`config.mk`:
```
export PLATFORM = sky130hd
export DESIGN_NAME = text_cell_row_generator
export DESIGN_NICKNAME = d
export VERILOG_FILES = /design/src/sv/tcrg_pkg.sv /design/src/sv/tcrg_front.sv /design/src/sv/tcrg_queue.sv /design/src/sv/tcrg_back.sv /design/src/sv/text_cell_row_generator.sv
export VERILOG_INCLUDE_DIRS = /design/src /design/src/sv
export SDC_FILE = /design/constraint.sdc
export NUM_CORES = 1
export LEC_CHECK = 0
export BUFFER_PORTS_ARGS = -buffer_cell sky130_fd_sc_hd__buf_4
export CORE_MARGIN = 5
export CORE_UTILIZATION = 52
export DETAILED_ROUTE_END_ITERATION = 6
export GPL_TIMING_DRIVEN = 0
export PLACE_DENSITY = 0.7
export SYNTH_ARGS = -nofsm -noshare
export SYNTH_HDL_FRONTEND = slang
export SYNTH_SLANG_ARGS = --single-unit
```
`constraint.sdc`:
```
create_clock -name clk -period 12.45 [get_ports clk]
set_clock_uncertainty 0.1 [all_clocks]
set_input_delay 1.245 -clock clk [delete_from_list [all_inputs] [get_ports clk]]
set_output_delay 1.245 -clock clk [all_outputs]
set_load 0.01 [all_outputs]
```
`src/sv/text_cell_row_generator_macros.svh`:
```
// Assertion macros shared by the text cell row generator RTL.
`ifndef TEXT_CELL_ROW_GENERATOR_MACROS_SVH
`define TEXT_CELL_ROW_GENERATOR_MACROS_SVH

// Same-cycle implication, checked outside reset.
`define TCRG_ASSERT_IMPL(label, ante, cons) \
  label: assert property (@(posedge clk) disable iff (!rst_n) (ante) |-> (cons)) \
    else $error("text cell row generator: same-cycle check failed");

// Next-cycle implication, checked outside reset.
`define TCRG_ASSERT_NEXT(label, ante, cons) \
  label: assert property (@(posedge clk) disable iff (!rst_n) (ante) |=> (cons)) \
    else $error("text cell row generator: next-cycle check failed");

`endif

```
`src/sv/tcrg_pkg.sv`:
```
// Package with types, constants and pixel functions of the text cell row generator.
package tcrg_pkg;

  localparam int ROW_CNT_W   = 5;
  localparam int PHASE_W     = 4;
  localparam int MODE_W      = 4;
  localparam int FONT_W      = 128;
  localparam int QUEUE_DEPTH = 2;

  localparam logic [PHASE_W-1:0] MASK_ANK   = 4'd7;
  localparam logic [PHASE_W-1:0] MASK_KANJI = 4'd15;

  typedef enum logic [1:0] {
    CLS_PLAIN  = 2'd0,
    CLS_SQUASH = 2'd1,
    CLS_TALL   = 2'd2,
    CLS_NONE   = 2'd3
  } cls_t;

  typedef enum logic {
    BK_IDLE = 1'b0,
    BK_RUN  = 1'b1
  } bk_state_t;

  // One classified cell, ready for the row sequencer.
  typedef struct packed {
    logic [MODE_W-1:0]    mode;
    logic [FONT_W-1:0]    font;
    logic [PHASE_W-1:0]   start;
    logic [PHASE_W-1:0]   step;
    logic [PHASE_W-1:0]   mask;
    logic                 paired;
    logic                 half_start;
    logic [ROW_CNT_W-1:0] count;
  } desc_t;

  // Status of the row sequencer, watched by the top level.
  typedef struct packed {
    logic running;
    logic cnt_zero;
    logic emit;
    logic emit_last;
  } bk_status_t;

  function automatic logic [7:0] widen_nibble(input logic [3:0] nib);
    widen_nibble = {nib[3], nib[3], nib[2], nib[2], nib[1], nib[1], nib[0], nib[0]};
  endfunction

  function automatic logic [7:0] apply_transform(input logic [MODE_W-1:0] mode,
                                                 input logic [7:0] b);
    if (mode[3]) begin
      apply_transform = mode[1] ? widen_nibble(b[3:0]) : widen_nibble(b[7:4]);
    end else begin
      apply_transform = mode[1] ? {b[3:0], 4'b0000} : b;
    end
  endfunction

endpackage

```
`src/sv/tcrg_front.sv`:
```
// Front end: classifies a cell request into a sequencer descriptor.
module tcrg_front #(
  parameter int MAX_ROWS = 16
) (
  input  logic                            kind,
  input  logic [tcrg_pkg::MODE_W-1:0]     attr_mode,
  input  logic [63:0]                     font_low,
  input  logic [63:0]                     font_high,
  input  logic [tcrg_pkg::PHASE_W-1:0]    line_phase,
  input  logic [tcrg_pkg::ROW_CNT_W-1:0]  row_count,
  output logic                            has_rows,
  output tcrg_pkg::desc_t                 desc
);
  import tcrg_pkg::*;

  localparam int CNT_MAX = (1 << ROW_CNT_W) - 1;
  localparam logic [ROW_CNT_W-1:0] ROW_CLIP =
    (MAX_ROWS > CNT_MAX) ? ROW_CNT_W'(CNT_MAX) : ROW_CNT_W'(MAX_ROWS);

  cls_t                 cls;
  logic [ROW_CNT_W-1:0] n_eff;
  logic [PHASE_W-1:0]   phase_start;

  always_comb begin
    n_eff       = (row_count > ROW_CLIP) ? ROW_CLIP : row_count;
    phase_start = kind ? line_phase : {1'b0, line_phase[PHASE_W-1:1]};
    if (attr_mode[2]) begin
      cls = attr_mode[0] ? CLS_NONE : CLS_TALL;
    end else begin
      cls = attr_mode[0] ? CLS_SQUASH : CLS_PLAIN;
    end
  end

  always_comb begin
    desc.mode       = attr_mode;
    desc.font       = {font_high, font_low};
    desc.mask       = kind ? MASK_KANJI : MASK_ANK;
    desc.count      = n_eff;
    desc.start      = '0;
    desc.step       = 4'd1;
    desc.paired     = 1'b0;
    desc.half_start = 1'b0;
    case (cls)
      CLS_PLAIN: begin
        desc.step = kind ? 4'd2 : 4'd1;
      end
      CLS_SQUASH: begin
        desc.start      = phase_start;
        desc.step       = kind ? 4'd4 : 4'd2;
        desc.paired     = 1'b1;
        desc.half_start = (phase_start != '0);
      end
      CLS_TALL: begin
        desc.start  = phase_start;
        desc.paired = !kind;
      end
      default: begin
        desc.start = '0;
      end
    endcase
    has_rows = (cls != CLS_NONE) && (n_eff != '0);
  end

endmodule

```
`src/sv/tcrg_queue.sv`:
```
// Short descriptor queue between the front end and the row sequencer.
module tcrg_queue (
  input  logic            clk,
  input  logic            rst_n,
  input  logic            push,
  input  tcrg_pkg::desc_t push_data,
  output logic            full,
  input  logic            pop,
  output logic            valid,
  output tcrg_pkg::desc_t head
);
  import tcrg_pkg::*;

  localparam int PTR_W = (QUEUE_DEPTH > 1) ? $clog2(QUEUE_DEPTH) : 1;
  localparam int CNT_W = $clog2(QUEUE_DEPTH + 1);
  localparam logic [CNT_W-1:0] DEPTH_C = CNT_W'(QUEUE_DEPTH);
  localparam logic [PTR_W-1:0] LAST_PTR = PTR_W'(QUEUE_DEPTH - 1);

  desc_t            slot_r [QUEUE_DEPTH];
  logic [PTR_W-1:0] wr_ptr_r, wr_ptr_nxt;
  logic [PTR_W-1:0] rd_ptr_r, rd_ptr_nxt;
  logic [CNT_W-1:0] cnt_r, cnt_nxt;
  logic             do_push, do_pop;

  assign full    = (cnt_r == DEPTH_C);
  assign valid   = (cnt_r != '0);
  assign head    = slot_r[rd_ptr_r];
  assign do_push = push && !full;
  assign do_pop  = pop && valid;

  always_comb begin
    wr_ptr_nxt = wr_ptr_r;
    rd_ptr_nxt = rd_ptr_r;
    cnt_nxt    = cnt_r;
    if (do_push) begin
      wr_ptr_nxt = (wr_ptr_r == LAST_PTR) ? '0 : wr_ptr_r + 1'b1;
    end
    if (do_pop) begin
      rd_ptr_nxt = (rd_ptr_r == LAST_PTR) ? '0 : rd_ptr_r + 1'b1;
    end
    if (do_push && !do_pop) begin
      cnt_nxt = cnt_r + 1'b1;
    end else if (do_pop && !do_push) begin
      cnt_nxt = cnt_r - 1'b1;
    end
  end

  always_ff @(posedge clk) begin
    if (!rst_n) begin
      wr_ptr_r <= '0;
      rd_ptr_r <= '0;
      cnt_r    <= '0;
    end else begin
      wr_ptr_r <= wr_ptr_nxt;
      rd_ptr_r <= rd_ptr_nxt;
      cnt_r    <= cnt_nxt;
    end
  end

  always_ff @(posedge clk) begin
    if (do_push) begin
      slot_r[wr_ptr_r] <= push_data;
    end
  end

endmodule

```
`src/sv/tcrg_back.sv`:
```
// Row sequencer: walks the font rows of one cell and fills the output register.
module tcrg_back (
  input  logic                 clk,
  input  logic                 rst_n,
  input  logic                 q_valid,
  input  tcrg_pkg::desc_t      q_head,
  output logic                 q_pop,
  output logic                 out_empty,
  input  logic                 out_pop,
  output logic [7:0]           out_row_byte,
  output logic                 out_last,
  output tcrg_pkg::bk_status_t status
);
  import tcrg_pkg::*;

  bk_state_t            state_r, state_nxt;
  logic [MODE_W-1:0]    mode_r;
  logic [FONT_W-1:0]    font_r;
  logic [PHASE_W-1:0]   row_r, row_nxt;
  logic [PHASE_W-1:0]   step_r;
  logic [PHASE_W-1:0]   mask_r;
  logic                 paired_r;
  logic                 half_r, half_nxt;
  logic                 dup_r, dup_nxt;
  logic [ROW_CNT_W-1:0] cnt_r, cnt_nxt;
  logic                 out_valid_r, out_valid_nxt;
  logic [7:0]           row_byte_r;
  logic                 last_r;
  logic                 emit;
  logic                 emit_last;
  logic [PHASE_W-1:0]   idx;
  logic [7:0]           font_sel;

  // Next state.
  always_comb begin
    state_nxt = state_r;
    case (state_r)
      BK_IDLE: begin
        if (q_valid) begin
          state_nxt = BK_RUN;
        end
      end
      BK_RUN: begin
        if (emit && emit_last) begin
          state_nxt = BK_IDLE;
        end
      end
      default: state_nxt = BK_IDLE;
    endcase
  end

  // Outputs of the state machine.
  always_comb begin
    q_pop = 1'b0;
    emit  = 1'b0;
    case (state_r)
      BK_IDLE: q_pop = q_valid;
      BK_RUN:  emit  = !out_valid_r || out_pop;
      default: begin
        q_pop = 1'b0;
        emit  = 1'b0;
      end
    endcase
  end

  always_comb begin
    emit_last = (cnt_r == ROW_CNT_W'(1));
    idx       = row_r & mask_r;
    font_sel  = font_r[{idx, 3'b000} +: 8];
  end

  // Row walk: a paired row is shown twice before the row pointer moves on.
  always_comb begin
    row_nxt  = row_r;
    half_nxt = half_r;
    dup_nxt  = dup_r;
    cnt_nxt  = cnt_r;
    if (emit) begin
      cnt_nxt = cnt_r - 1'b1;
      if (paired_r && !dup_r && !emit_last) begin
        dup_nxt = 1'b1;
      end else begin
        dup_nxt = 1'b0;
        if (half_r) begin
          row_nxt  = '0;
          half_nxt = 1'b0;
        end else begin
          row_nxt = (row_r + step_r) & mask_r;
        end
      end
    end
    out_valid_nxt = emit ? 1'b1 : (out_pop ? 1'b0 : out_valid_r);
  end

  always_ff @(posedge clk) begin
    if (!rst_n) begin
      state_r     <= BK_IDLE;
      out_valid_r <= 1'b0;
      cnt_r       <= '0;
    end else begin
      state_r     <= state_nxt;
      out_valid_r <= out_valid_nxt;
      cnt_r       <= q_pop ? q_head.count : cnt_nxt;
    end
  end

  always_ff @(posedge clk) begin
    if (q_pop) begin
      mode_r   <= q_head.mode;
      font_r   <= q_head.font;
      row_r    <= q_head.start;
      step_r   <= q_head.step;
      mask_r   <= q_head.mask;
      paired_r <= q_head.paired;
      half_r   <= q_head.half_start;
      dup_r    <= 1'b0;
    end else begin
      row_r  <= row_nxt;
      half_r <= half_nxt;
      dup_r  <= dup_nxt;
    end
    if (emit) begin
      row_byte_r <= apply_transform(mode_r, font_sel);
      last_r     <= emit_last;
    end
  end

  assign out_empty    = !out_valid_r;
  assign out_row_byte = row_byte_r;
  assign out_last     = last_r;

  always_comb begin
    status.running   = (state_r == BK_RUN);
    status.cnt_zero  = (cnt_r == '0);
    status.emit      = emit;
    status.emit_last = emit_last;
  end

endmodule

```
`src/sv/text_cell_row_generator.sv`:
```
// Top level of the text cell row generator: front end, descriptor queue and row sequencer.
//
// Usage. The request side is a queue input: drive the cell fields and raise in_push; a
// transaction takes place at a rising edge where in_push is high and in_full is low.
// The result side is a queue output: while out_empty is low the oldest row byte stands on
// out_row_byte with out_last marking the final row of its cell, and a transaction takes
// place at a rising edge where out_pop is high and out_empty is low.
// A request transaction writes the cell into the descriptor queue; the idle sequencer then
// loads its descriptor from the queue, and each row is registered into the output register.
// The sequencer takes no new descriptor until the last row of the current cell is issued.
// Cells in an undefined attribute mode, or with a zero row count, are absorbed by the
// front end and yield no rows at all.
// A two-entry descriptor queue lets new requests be taken while a cell is still being
// walked; in_full rises only when both entries wait.
// When the receiver stalls, the current row holds in the output register and the sequencer
// waits; requests keep being taken until the queue fills.
// Reset (rst_n low at a rising edge) empties the queue, idles the sequencer and drops any
// row held in the output register.
module text_cell_row_generator #(
  parameter int MAX_ROWS = 16
) (
  input  logic        clk,
  input  logic        rst_n,
  input  logic        in_push,
  output logic        in_full,
  input  logic        in_kind,
  input  logic [3:0]  in_attr_mode,
  input  logic [63:0] in_font_low,
  input  logic [63:0] in_font_high,
  input  logic [3:0]  in_line_phase,
  input  logic [4:0]  in_row_count,
  output logic        out_empty,
  input  logic        out_pop,
  output logic [7:0]  out_row_byte,
  output logic        out_last
);
  import tcrg_pkg::*;

  `include "text_cell_row_generator_macros.svh"

  desc_t      fe_desc;
  logic       fe_has_rows;
  logic       q_push;
  logic       q_full;
  logic       q_valid;
  logic       q_pop;
  desc_t      q_head;
  bk_status_t bk_stat;

  // The front end classifies the request combinationally; only requests that produce
  // rows are written into the queue, the rest complete their transaction and vanish.
  tcrg_front #(
    .MAX_ROWS (MAX_ROWS)
  ) u_front (
    .kind       (in_kind),
    .attr_mode  (in_attr_mode),
    .font_low   (in_font_low),
    .font_high  (in_font_high),
    .line_phase (in_line_phase),
    .row_count  (in_row_count),
    .has_rows   (fe_has_rows),
    .desc       (fe_desc)
  );

  assign in_full = q_full;
  assign q_push  = in_push && !q_full && fe_has_rows;

  tcrg_queue u_queue (
    .clk       (clk),
    .rst_n     (rst_n),
    .push      (q_push),
    .push_data (fe_desc),
    .full      (q_full),
    .pop       (q_pop),
    .valid     (q_valid),
    .head      (q_head)
  );

  // The sequencer loads one descriptor when idle and then issues one row per cycle,
  // holding whenever the output register is still occupied.
  tcrg_back u_back (
    .clk          (clk),
    .rst_n        (rst_n),
    .q_valid      (q_valid),
    .q_head       (q_head),
    .q_pop        (q_pop),
    .out_empty    (out_empty),
    .out_pop      (out_pop),
    .out_row_byte (out_row_byte),
    .out_last     (out_last),
    .status       (bk_stat)
  );

  // A running sequencer always has rows left to issue.
  `TCRG_ASSERT_IMPL(a_run_has_rows, bk_stat.running, !bk_stat.cnt_zero)
  // Issuing the final row of a cell returns the sequencer to idle.
  `TCRG_ASSERT_NEXT(a_last_idles, bk_stat.emit && bk_stat.emit_last, !bk_stat.running)
  // A descriptor is only taken from the queue while the sequencer is idle.
  `TCRG_ASSERT_IMPL(a_pop_when_idle, q_pop, !bk_stat.running && q_valid)
  // A row issued into the output register is visible on the next cycle.
  `TCRG_ASSERT_NEXT(a_emit_shows, bk_stat.emit, !out_empty)

endmodule

```
==> flow_summary.yaml, run 1 <==
placement:
  port_buffers: 156
  dp_hpwl_um: 22580
  post-place-ws_ps: 8476
  place_congestion: 0.8357
cts:
  post_cts_buffers: 0
  clock_path_buffers: 3
  cts_sinks: 452
  cts.clk_slew.worst_paths_ps: 60
  htreeDepth: 2
  clk_latency_ps: 530
  cts_tree: "yes"
  cts-root-buf: "clkbuf_16"
  hold_buffers: 0
  cts_made_buffers: 45
  post_cts_resized: 0
power:
  p_sw_frac: 0.2808
  p_int_uw: 3452
  power.share.sequential: 0.465
  power.density_nw_per_um2: 232.5
  power_leakage_uw: 0.007223
  clockPowerShare: 0.275
  power_frac_comb: 0.260
  vdd_drop_max_uv: 131.9
  p_sw_uw: 1348
worst_hold_path:
  hold_path_class: "flop to flop"
  min_path_cells: 2
synth:
  synth_top_area_share: 0.7646
  yosysMostFrequentCell: "edfxtp_1"
  ys_top_cells_by_count: "439 x edfxtp_1, 136 x mux2_2, 46 x mux2i_1"
  async_flop_share: 0
  yosysTopAreaCell: "edfxtp_1"
  synthTopCellsByArea: "edfxtp_1 76%, mux2_2 8.9%, mux2i_1 2.7%, mux4_2 2.0%, dfxtp_1 1.5%"
  synth.avg_cell_area_um2: 20.28
  synth.distinct_cells: 59
  ys.flop_type: "edfxtp_1"
  synth_cells: 850
  syn_area_um2: 17240
  yosys_warnings: 0
  synth_nets: 1007
  ys_seq_area_frac: 0.7797
  ys_seq_elements: 452
  synth_edf_count: 439
global_route:
  grt_pass1_wl_um: 50470
  grt_max_degree: 64
  grt_pass1_vias: 8700
  grtUsageTotal: 0.1825
  grt-ovfl-total: 0
  antenna_found_initial: 4
setup_path:
  arrival_ps: 3480
  path_class: "primary input to flop"
  start_kind: "primary input"
  worstPathMaxFanout: 30
  crit_required_ps: 12570
  reg2regPathDepth: 5
  r2r_slack_ps: 9700
  cp-end-kind: "flop"
detailed_routing:
  viasPerCell: 5.491
  drc_errors: 0
  drt-total-wl_um: 33740
  post_drt_wl_per_cell_um: 21.92
  dr.pass1.iters: 5
  vias: 8450
  drt_iter0_markers: 505
  ant_nets: 0
floorplan:
  die_area_um2: 36900
  die-width_um: 192.1
  rows: 66
  io_pins: 157
  initial_core_util: 0.5286
  fp.coreArea_um2: 32620
  die_h_um: 192.1
timing:
  period_minus_slack_ps: 3369
  worst_slack_ps: 9081
  hold_viol_final: 0
  relSlewSlack: 0.3732
  slew_viol_final: 0
  rsz0062_at_grt: "no"
  fin_crit_sh: 0.2706
  timing.fmax_ghz: 0.2969
  worstMarginPinSlew_ps: 940.2
  setup_viol: 0
layout:
  num-fill-cells: 2292
  fin_util: 0.6330
  drive_above_1_share: 0.3628
  diodes: 0
  final_nets: 1219
  area_growth_pct: 19.75
status:
  status: "completed"
job:
  drv_cap: 0
==> power by group through the flow <==
| stage | sequential (µW) | clock, µW | combinational [µW] |
|---|---|---|---|
| CTS | 2240 | 1350 | 1270 |
| global route | 2260 | 1420 | 1350 |
| detailed placement | 2270 | 0 | 1260 |
| finish | 2230 | 1320 | 1250 |
| global placement | 2350 | 0 | 1200 |
| floorplan | 2280 | 0 | 820 |
==> flip-flops by register name (all words and copies together) (netlist names), 2 cells and up, named ones only <==
| name | count |
|---|---|
| u_back.mode_r | 2 |
| u_back.out_row_byte | 8 |
| u_queue.cnt_r | 2 |
| u_back.row_r | 4 |
| u_queue.slot_r | 290 |
| u_back.cnt_r | 5 |
| u_back.step_r | 3 |
| u_back.font_r | 128 |
==> stage by stage <==
step	cells	hold slack, ps	area, µm²	setup TNS, ps	total power, µW
final	1539	422.4	20650	0	4800
after CTS	1539	425.2	20650	0	4853
after global routing	1539	440.5	20650	0	5021
after floorplan	850	341.3	17240	0	3104
after global placement	1448	359.8	18970	-167950	3546
after detailed placement	1457	398.4	19190	0	3528
==> layer usage <==
layer / routed length (µm) / part of all wire / up-vias / GRT usage
met5: 27 / 0.00080 / - / 0
met4: 467 / 0.014 / 4 / 0.03593
met3: 1843 / 0.055 / 43 / 0.03381
met2: 16340 / 0.48 / 236 / 0.2996
met1: 15060 / 0.45 / 4331 / 0.2610
li1: - / - / 3836 / -
==> placed cells by master (no fill, tap or decap), types with 4 or more instances in the layout <==
master and n:
a22oi_1 7, clkinv_1 14, dfxtp_1 13, bufinv_16 5, inv_1 15, nor2_1 7
ha_1 10, clkinv_2 6, nor2b_1 12, buf_16 4, a22o_1 4, buf_4 156
mux2_2 136, xnor2_1 6, a21oi_1 6, buf_2 7, nand3_1 9, o211a_1 4
mux4_2 15, o31ai_1 4, o32ai_1 4, mux2i_1 46, buf_12 8, o21ai_0 5
and2_1 5, edfxtp_1 439, clkbuf_1 15, nand2_1 11, clkbuf_16 47, and3_1 5
buf_1 14
==> final timing paths <==
kind | endpoint | from
setup / recovery | u_queue.slot_r[0][42]$_DFFE_PP_ | in_attr_mode[0]
hold / removal | u_back.dup_r$_SDFFE_PP0P_ | u_back.dup_r$_SDFFE_PP0P_
setup reg to reg | u_queue.slot_r[0][42]$_DFFE_PP_ | u_queue.cnt_r[0]$_SDFFE_PN0P_
hold reg to reg | u_back.dup_r$_SDFFE_PP0P_ | u_back.dup_r$_SDFFE_PP0P_
==> worst max-delay path: stages <==
cell and delay [ps]:
buf_4 120, ha_1 210, nor4b_1 620, nor2b_4 720, buf_12 270, buf_12 230
==> area by class of cell <==
class	instances	area, µm²	area share
sequential	452	13440	0.6511
clock buffer	56	1210	0.05860
timing repair buffer	165	1381	0.06690
buffer	33	203.9	0.009878
multi-input combinational	349	3548	0.1719
inverter	16	60.06	0.002909
clock inverter	26	246.5	0.01194
tap	442	553.0	0.02679
==> logic make-up (layout without fill, tap and decap cells) <==
group                    after synthesis  in the layout  share of synthesized area
buffers and inverters                 49            296                    0.01509
AND/OR/NAND/NOR                       66             66                    0.02163
multiplexers                         200            200                     0.1397
AO/OA/AOI/OAI                         63             63                    0.03091
adder cells (fa/ha/maj)               11             11                   0.008418
flip-flops                           452            452                     0.7797
XOR/XNOR                               9              9                   0.004572
No activity file was read; power rests on OpenSTA's default activity.
==> run 2: changes to the inputs <==
--- a/config.mk
+++ b/config.mk
@@ -11,7 +11,7 @@
 export CORE_UTILIZATION = 52
 export DETAILED_ROUTE_END_ITERATION = 6
 export GPL_TIMING_DRIVEN = 0
-export PLACE_DENSITY = 0.7
+export PLACE_DENSITY = 0.73
 export SYNTH_ARGS = -nofsm -noshare
 export SYNTH_HDL_FRONTEND = slang
 export SYNTH_SLANG_ARGS = --single-unit
==> constraint.sdc (replaced) <==
create_clock -name clk -period 2.8 [get_ports clk]
set_clock_uncertainty 0.1 [all_clocks]
set_input_delay 0.28 -clock clk [delete_from_list [all_inputs] [get_ports clk]]
set_output_delay 0.28 -clock clk [all_outputs]
set_load 0.01 [all_outputs]
==> run 2 against run 1 <==
  * Sequential cell count is the same
  * Via count grew 5.1%
  * Routed wire length grew 6.1%
  * Power grew to 4.4 times the previous value
==> flow_summary.yaml, run 2 (synthesized netlist as in run 1, its figures left out) <==
floorplan:
  die-width_um: 192.1
  fp.coreArea_um2: 32620
  die_h_um: 192.1
  initial_core_util: 0.5286
  die_area_um2: 36900
  io_pins: 157
  rows: 66
layout:
  area_growth_pct: 27.29
  largest_reg_flops: 290
  final_nets: 1351
  final_common_cell: "edfxtp_1"
  layout.cells.non_filler: 1673
  drive_above_1_share: 0.3249
  most-common-layout-cells: "439 x edfxtp_1, 156 x buf_4, 136 x mux2_2, 133 x dlygate4sd3_1, 47 x clkbuf_16"
  largest_register: "u_queue.slot_r"
placement:
  post-place-ws_ps: 153.0
  dpl.cell_count: 1456
  place_congestion: 0.8476
  dp_hpwl_um: 22130
  port_buffers: 156
job:
  drv_cap: 0
timing:
  rsz0062_at_grt: "no"
  worstMarginPinSlew_ps: 839.0
  setup_viol: 0
  period_minus_slack_ps: 2621
  slew_viol_final: 0
  hold_ws_ps: 17.93
  timing.fmax_ghz: 0.3815
  hold_viol_final: 0
  relSlewSlack: 0.4348
  setup_tns_ps: 0
  worst_slack_ps: 178.7
  fin_crit_sh: 0.9362
cts:
  clk_latency_ps: 530
  post_cts_buffers: 0
  htreeDepth: 2
  cts-root-buf: "clkbuf_16"
  hold_buffers: 133
  post_cts_resized: 0
  cts_sinks: 452
  cts.clk_slew.worst_paths_ps: 60
  cts_tree: "yes"
  cts_made_buffers: 45
  clock_path_buffers: 3
setup_path:
  arrival_ps: 2780
  crit_top_cell: "buf_2"
  worstPathMaxFanout: 10
  crit_required_ps: 2960
  cp-end-kind: "flop"
  worstPathCellList: "buf_2 > buf_2 > mux4_2 > nand3_1 > a31oi_1 > o31ai_2 > o31ai_1"
  cpLargestDelayFamily: "buffers and inverters"
  r2r_slack_ps: 180
  crit_path_max_incr_delay_ps: 420
  path_class: "flop to flop"
  crit_buf_inv: 2
  start_kind: "flop"
  cp_slowest_cell: "buf_2"
global_route:
  grt_pass1_wl_um: 54500
  grt_max_degree: 85
  grt_pass1_vias: 9501
  grtUsageTotal: 0.1953
  grt-ovfl-total: 0
  antenna_found_initial: 5
detailed_routing:
  post_drt_wl_per_cell_um: 21.39
  drt_iter0_markers: 661
  ant_nets: 0
  drc_errors: 0
  viasPerCell: 5.306
  drt-total-wl_um: 35780
  dr.pass1.iters: 5
  vias: 8877
power:
  vdd_drop_max_uv: 595.4
  power_leakage_uw: 0.007747
  power.density_nw_per_um2: 971.7
status:
  status: "completed"
worst_hold_path:
  hold_path_class: "primary input to flop"
## run 2: cell count changes in the layout (fill, tap and decap cells not counted), moves of 2 or more
cell           delta
clkinv_2          -2
dlygate4sd3_1   +133
clkbuf_1          +4
diode_2           +3
bufinv_16         -2
## run 2: per-layer routing
layer  GRT usage  up-vias  wire length (µm)
met2      0.3276      279             17850
met5           0        -                 7
met1      0.2646     4450             15120
met3     0.04053       51              2090
li1            -     4095                 -
met4     0.04992        2               707
## run 2: layout make-up
class,count,area [µm²]
Antenna cell,3,7.507
Buffer,33,210.2
Clock buffer,60,1225
Clock inverter,21,172.7
Fill cell,2070,10670
Inverter,16,60.06
Multi-Input combinational cell,349,3590
Sequential cell,452,13440
Tap cell,442,553.0
Timing Repair Buffer,297,2685
## run 2: final timing paths
| kind | startpoint | endpoint | cells after the start |
|---|---|---|---|
| worst max-delay path | u_back.row_r[1]$_DFFE_PP_ | u_back.out_row_byte[5]$_DFFE_PP_ | 7 |
| worst min-delay path | in_row_count[0] | u_queue.slot_r[0][0]$_DFFE_PP_ | 2 |
| worst max register to register | u_back.row_r[1]$_DFFE_PP_ | u_back.out_row_byte[5]$_DFFE_PP_ | 7 |
| worst min register to register | u_back.dup_r$_SDFFE_PP0P_ | u_back.dup_r$_SDFFE_PP0P_ | 2 |
## run 2: per-stage QoR
step / total power (µW) / area [µm²] / util
floorplan: 13620 / 17300 / -
global placement: 15440 / 19020 / 0.5831
detailed placement: 15620 / 19210 / 0.5890
CTS: 21490 / 21940 / 0.6726
global route: 22280 / 21950 / 0.6728
finish: 21330 / 21950 / 0.6728
## run 2: report_power, final
part	switching (µW)	total [µW]	internal (µW)
registers	485	9950	9470
logic	3200	5660	2470
clock network	2370	5710	3340
total	6050	21300	15300
